**src/rtl/core/fssm_pkg.sv**
```systemverilog
// Package for the frame stream statistics monitor: field widths, payload and
// control structs. No dependencies.
package fssm_pkg;
  localparam int FIDW = 12;
  localparam int TW   = 32;
  localparam int GW   = 33;

  // one input word
  typedef struct packed {
    logic            req_type;
    logic [FIDW-1:0] seq_id;
    logic [TW-1:0]   arrival_us;
    logic            crc_ok;
  } in_word_t;

  // one result word
  typedef struct packed {
    logic [31:0] delivered_count;
    logic [12:0] unique_count;
    logic [12:0] lost_count;
    logic [31:0] corrupt_count;
    logic [31:0] duplicate_count;
    logic [31:0] reordered_count;
    logic [31:0] duration_us;
    logic [31:0] fps_q8;
    logic [13:0] loss_basis_points;
    logic [32:0] jitter_us;
  } out_word_t;

  // request type codes
  localparam logic REQ_FRAME = 1'b0;
  localparam logic REQ_SNAP  = 1'b1;

  // controller to datapath
  typedef struct packed {
    logic clr_step;    // clear one bitmap bit
    logic frm_rd;      // read bitmap bit for the frame
    logic frm_upd;     // apply frame update
    logic snap_init;   // start snapshot, latch fixed figures
    logic sum_step;    // accumulate one gap into S
    logic dev_start;   // start deviation pass
    logic dev_step;    // accumulate one |n*g - S|
    logic div_start;   // launch the three divisions
    logic out_load;    // load the result register
  } cmd_t;

  // datapath to controller
  typedef struct packed {
    logic clr_done;
    logic div_done;
    logic pipe_idle;   // pipeline of the walk drained
  } sts_t;
endpackage

```
**src/rtl/core/fssm_ctrl.sv**
```systemverilog
// Controller state machine: bitmap clearing, frame update sequence and the
// snapshot walk/divide sequence. Depends on fssm_pkg.
module fssm_ctrl (
  input  logic           clk,
  input  logic           rst,
  input  logic           in_valid,
  input  logic           in_req,
  output logic           in_ready,
  output logic           out_valid,
  input  logic           out_ready,
  output fssm_pkg::cmd_t cmd,
  input  fssm_pkg::sts_t sts
);
  typedef enum logic [3:0] {
    S_CLR, S_IDLE, S_FRD, S_FUPD, S_SINIT, S_SUM, S_DEVI, S_DEV, S_DIVS, S_DIV,
    S_LOAD, S_OUT
  } state_t;
  state_t state;

  // state register with registered output valid
  always_ff @(posedge clk) begin
    if (rst) begin
      state     <= S_CLR;
      out_valid <= 1'b0;
    end else begin
      case (state)
        S_CLR:   if (sts.clr_done) state <= S_IDLE;
        S_IDLE:  if (in_valid) state <= (in_req == fssm_pkg::REQ_SNAP) ? S_SINIT : S_FRD;
        S_FRD:   state <= S_FUPD;
        S_FUPD:  state <= S_IDLE;
        S_SINIT: state <= S_SUM;
        S_SUM:   if (sts.pipe_idle) state <= S_DEVI;
        S_DEVI:  state <= S_DEV;
        S_DEV:   if (sts.pipe_idle) state <= S_DIVS;
        S_DIVS:  state <= S_DIV;
        S_DIV:   if (sts.div_done) state <= S_LOAD;
        S_LOAD:  begin state <= S_OUT; out_valid <= 1'b1; end
        S_OUT:   if (out_ready) begin state <= S_IDLE; out_valid <= 1'b0; end
        default: state <= S_IDLE;
      endcase
    end
  end

  // input is held in the top register while the item is worked
  assign in_ready = (state == S_IDLE);

  always_comb begin
    cmd = '0;
    cmd.clr_step  = (state == S_CLR) && !sts.clr_done;
    cmd.frm_rd    = (state == S_FRD);
    cmd.frm_upd   = (state == S_FUPD);
    cmd.snap_init = (state == S_SINIT);
    cmd.sum_step  = (state == S_SUM);
    cmd.dev_start = (state == S_DEVI);
    cmd.dev_step  = (state == S_DEV) || (state == S_DEVI);
    cmd.div_start = (state == S_DIVS);
    cmd.out_load  = (state == S_LOAD);
  end
endmodule

```
**config.mk**
```make
export PLATFORM = sky130hd
export DESIGN_NAME = fssm_ctrl
export DESIGN_NICKNAME = d
export VERILOG_FILES = /design/src/rtl/core/fssm_pkg.sv /design/src/rtl/core/fssm_ctrl.sv
export SDC_FILE = /design/constraint.sdc
export NUM_CORES = 1
export LEC_CHECK = 0
export BUFFER_PORTS_ARGS = -buffer_cell sky130_fd_sc_hd__buf_2
export CORE_AREA = 2 2 39 41
export DETAILED_ROUTE_END_ITERATION = 12
export DIE_AREA = 0 0 41 43
export REMOVE_ABC_BUFFERS = 1
export SKIP_LAST_GASP = 1
export SLEW_MARGIN = 25
export SYNTH_ARGS = -nofsm -noshare
export SYNTH_HDL_FRONTEND = slang
export SYNTH_SLANG_ARGS = --single-unit
```
**constraint.sdc**
```tcl
create_clock -name clk -period 4.43 [get_ports clk]
set_clock_uncertainty 0.2 [all_clocks]
set_input_delay 0.886 -clock clk [delete_from_list [all_inputs] [get_ports clk]]
set_output_delay 0.886 -clock clk [all_outputs]
set_load 0.02 [all_outputs]
```
==> results.yml <==
clock_tree:
  cts_resized: 0
  cts_setup_buffers: 0
  tritoncts: "done"
  hold_buffers: 0
  cts_buffer_depth: 2
  clock-root-buffer: "clkbuf_4"
  clkLatencyLatePin_ns: 0.24
  cts_buffers: 3
  cts.sinks: 5
  h-tree-depth: 1
  clkTransAtPathRegs_ns: 0.04
outcome:
  status: "finished, final reports clean"
timing:
  maxSlewViolCount: 0
  finalSetupViolCount: 0
  rsz0062_at_grt: "no"
  min_period_over_period_pct: 60.3
  fmax_mhz: 374
  tightestPinTransition_ns: 0.517
  fin_setup_tns_ns: 0
  hold_viol_final: 0
  final.min_clock_period_ns: 2.67
  max_slew_margin_pct: 65.5
pwr:
  p_switching_mw: 0.0660
  leakagePower_nw: 0.233
  seqPwrFrac_pct: 37.4
  power_mw: 0.175
  combinationalPowerShare_pct: 32.8
  p_int_mw: 0.109
  sw_frac_of_total_pct: 37.6
  irDropWorstVdd_v: 0.000164
  power.density_nw_per_um2: 335
  clkPwrFrac_pct: 29.7
yosys:
  syn_inst: 56
  syn_area_um2: 403
  syn_avg_cell_area_um2: 7.19
  yosys.area.top_type: "dfxtp_1"
  synth_cell_type_count: 22
  synth_top_area_share_pct: 24.8
  yosys_warnings: 0
  ys_ff_latch: 5
  synth_area_leaders: "dfxtp_1 25%, nor3_1 7.5%, nand2_1 5.6%"
  ys_seq_area_share_pct: 24.8
worst_setup_path:
  arrival_ns: 1.59
  path_cells: "or4_1 -> nor2_1 -> buf_2"
  cp.depth: 3
  crit_fanout: 15
  criticalPathCategory: "reg2out"
  r2r-start: "state[3]"
  cp-endpoint: "cmd[8]"
  cp-start-kind: "flop"
  max_stage_delay_ns: 0.58
  crit_slowest_cell: "or4_1"
  r2r_setup_slack_ns: 2.31
  crit_buf_inv: 1
  end_kind: "output port"
  critical_path.top_delay_family: "simple AND/OR/NAND/NOR gates"
  cp-startpoint: "state[0]"
  r2r-end: "state[2]"
  reg2reg_depth: 4
  cp.required_ns: 3.34
route:
  route.detailed.drc: 0
  drt_first_iter_violations: 4
  wl_per_cell_um: 11.0
  ant_nets: 0
  wl_um: 992
  via_count: 460
  routed_via_density: 5.11
  first_pass_iters: 3
floorplanning:
  die_area_um2: 1760
  placementRows: 14
  die_w_um: 41
  io_pins: 19
  core_um2: 1380
  fp.dieH_um: 43
  initial_utilization_pct: 29.1
grt:
  grt_max_degree: 17
  grt_first_pass_wirelength_um: 1490
  track_usage_pct: 12.7
  grt-ovfl-total: 0
  antenna_found_initial: 0
  first_global_vias: 351
cells_and_area:
  areaGrowthSynthToFinish_pct: 30.1
  drive_above_1_share_pct: 32.4
  final_cells: 90
  diodes: 0
  fin_nets: 83
placed_design:
  dpl.cell_count: 86
  dp_hpwl_um: 714
  gp_congestion: 0.800
  io_buffers: 18
job:
  drv_cap: 0
hold_path:
  worstHoldPathType: "reg2reg"
metal layers:
layer  vias up  part of all wire [%]  GRT usage (%)
li1        239                     -              -
met3         0                   5.3           4.71
met4         0                     0           8.00
met1       209                    49           17.1
met2        12                    45           16.3
met5         -                     0              0
logic make-up after synthesis:
group / count (synthesis) / share of synthesized area [%]
buffers and inverters: 7 / 6.52
AO/OA/AOI/OAI: 15 / 26.1
AND/OR/NAND/NOR: 26 / 33.5
flip-flops: 5 / 24.8
multiplexers: 3 / 9.01
Yosys cell counts:
master	n
nand2_1	6
o221a_4	1
or4b_1	1
inv_1	3
mux2i_1	1
a21oi_1	4
or3_1	1
o21ai_0	4
clkbuf_1	4
a2111oi_0	1
or4_1	1
nand2b_1	3
o21bai_1	2
nor3b_1	2
mux2_4	1
nor4_1	1
o211ai_1	2
o22ai_1	1
dfxtp_1	5
nor3_1	6
mux2_2	1
nor2_1	5
registers in the layout, indices dropped and copies added, names as in the netlist:
register / flops
out_valid: 1
state: 4
per-stage QoR:
stage | utilization [%] | cell area, um^2 | setup slack, ns | hold slack [ns]
floorplan | - | 388 | 2.09 | 0.347
global placement | 36.0 | 498 | 2.00 | 0.269
detailed placement | 36.0 | 498 | 2.00 | 0.277
CTS | 37.9 | 524 | 1.75 | 0.283
global route | 37.9 | 524 | 1.61 | 0.329
finish | 37.9 | 524 | 1.76 | 0.275
layout make-up:
cell class              instances  area, um^2
fillers                       153         860
multi-input cells              44         277
flip-flops and latches          5         100
repair buffers                 18        90.1
clock buffers                   4        26.3
well taps                      16        20.0
inverters                       3        11.3
cells in the final DEF (no fill, tap or decap):
| master | instances |
|---|---|
| clkbuf_4 | 3 |
| nand2b_1 | 3 |
| nor3_1 | 6 |
| a21oi_1 | 4 |
| nand2_1 | 6 |
| o211ai_1 | 2 |
| nor2_1 | 5 |
| o21bai_1 | 2 |
| or4b_1 | 1 |
| o21ai_0 | 4 |
| a2111oi_0 | 1 |
| or3_1 | 1 |
| nor4_1 | 1 |
| dfxtp_1 | 5 |
| mux2_4 | 1 |
| clkbuf_1 | 1 |
| o221a_4 | 1 |
| inv_1 | 3 |
| or4_1 | 1 |
| nor3b_1 | 2 |
| o22ai_1 | 1 |
| mux2i_1 | 1 |
| mux2_2 | 1 |
| buf_2 | 18 |
worst min path at each step:
stage	start	to	slack (ns)	cells after the start
after floorplan	out_valid	out_valid	0.35	2
after global placement	out_valid	out_valid	0.27	2
after detailed placement	out_valid	out_valid	0.28	2
after CTS	out_valid	out_valid	0.28	2
after global routing	out_valid	out_valid	0.33	2
final	out_valid	out_valid	0.28	2
tightest hold or removal path, delay by kind of cell (launching register included):
family	cells	cell delay [ns]
compound gates	2	0.13
flops	1	0.30
power groups by stage:
stage	Combinational, mW	Clock (mW)	Sequential, mW
6_report	0.0576	0.0522	0.0656
5_1_grt	0.0632	0.0601	0.0679
4_1_cts	0.0578	0.0551	0.0652
3_5_place_dp	0.0575	0	0.0661
3_3_place_gp	0.0570	0	0.0662
2_1_floorplan	0.0426	0	0.0615
Power figures use the tool's default switching activity.
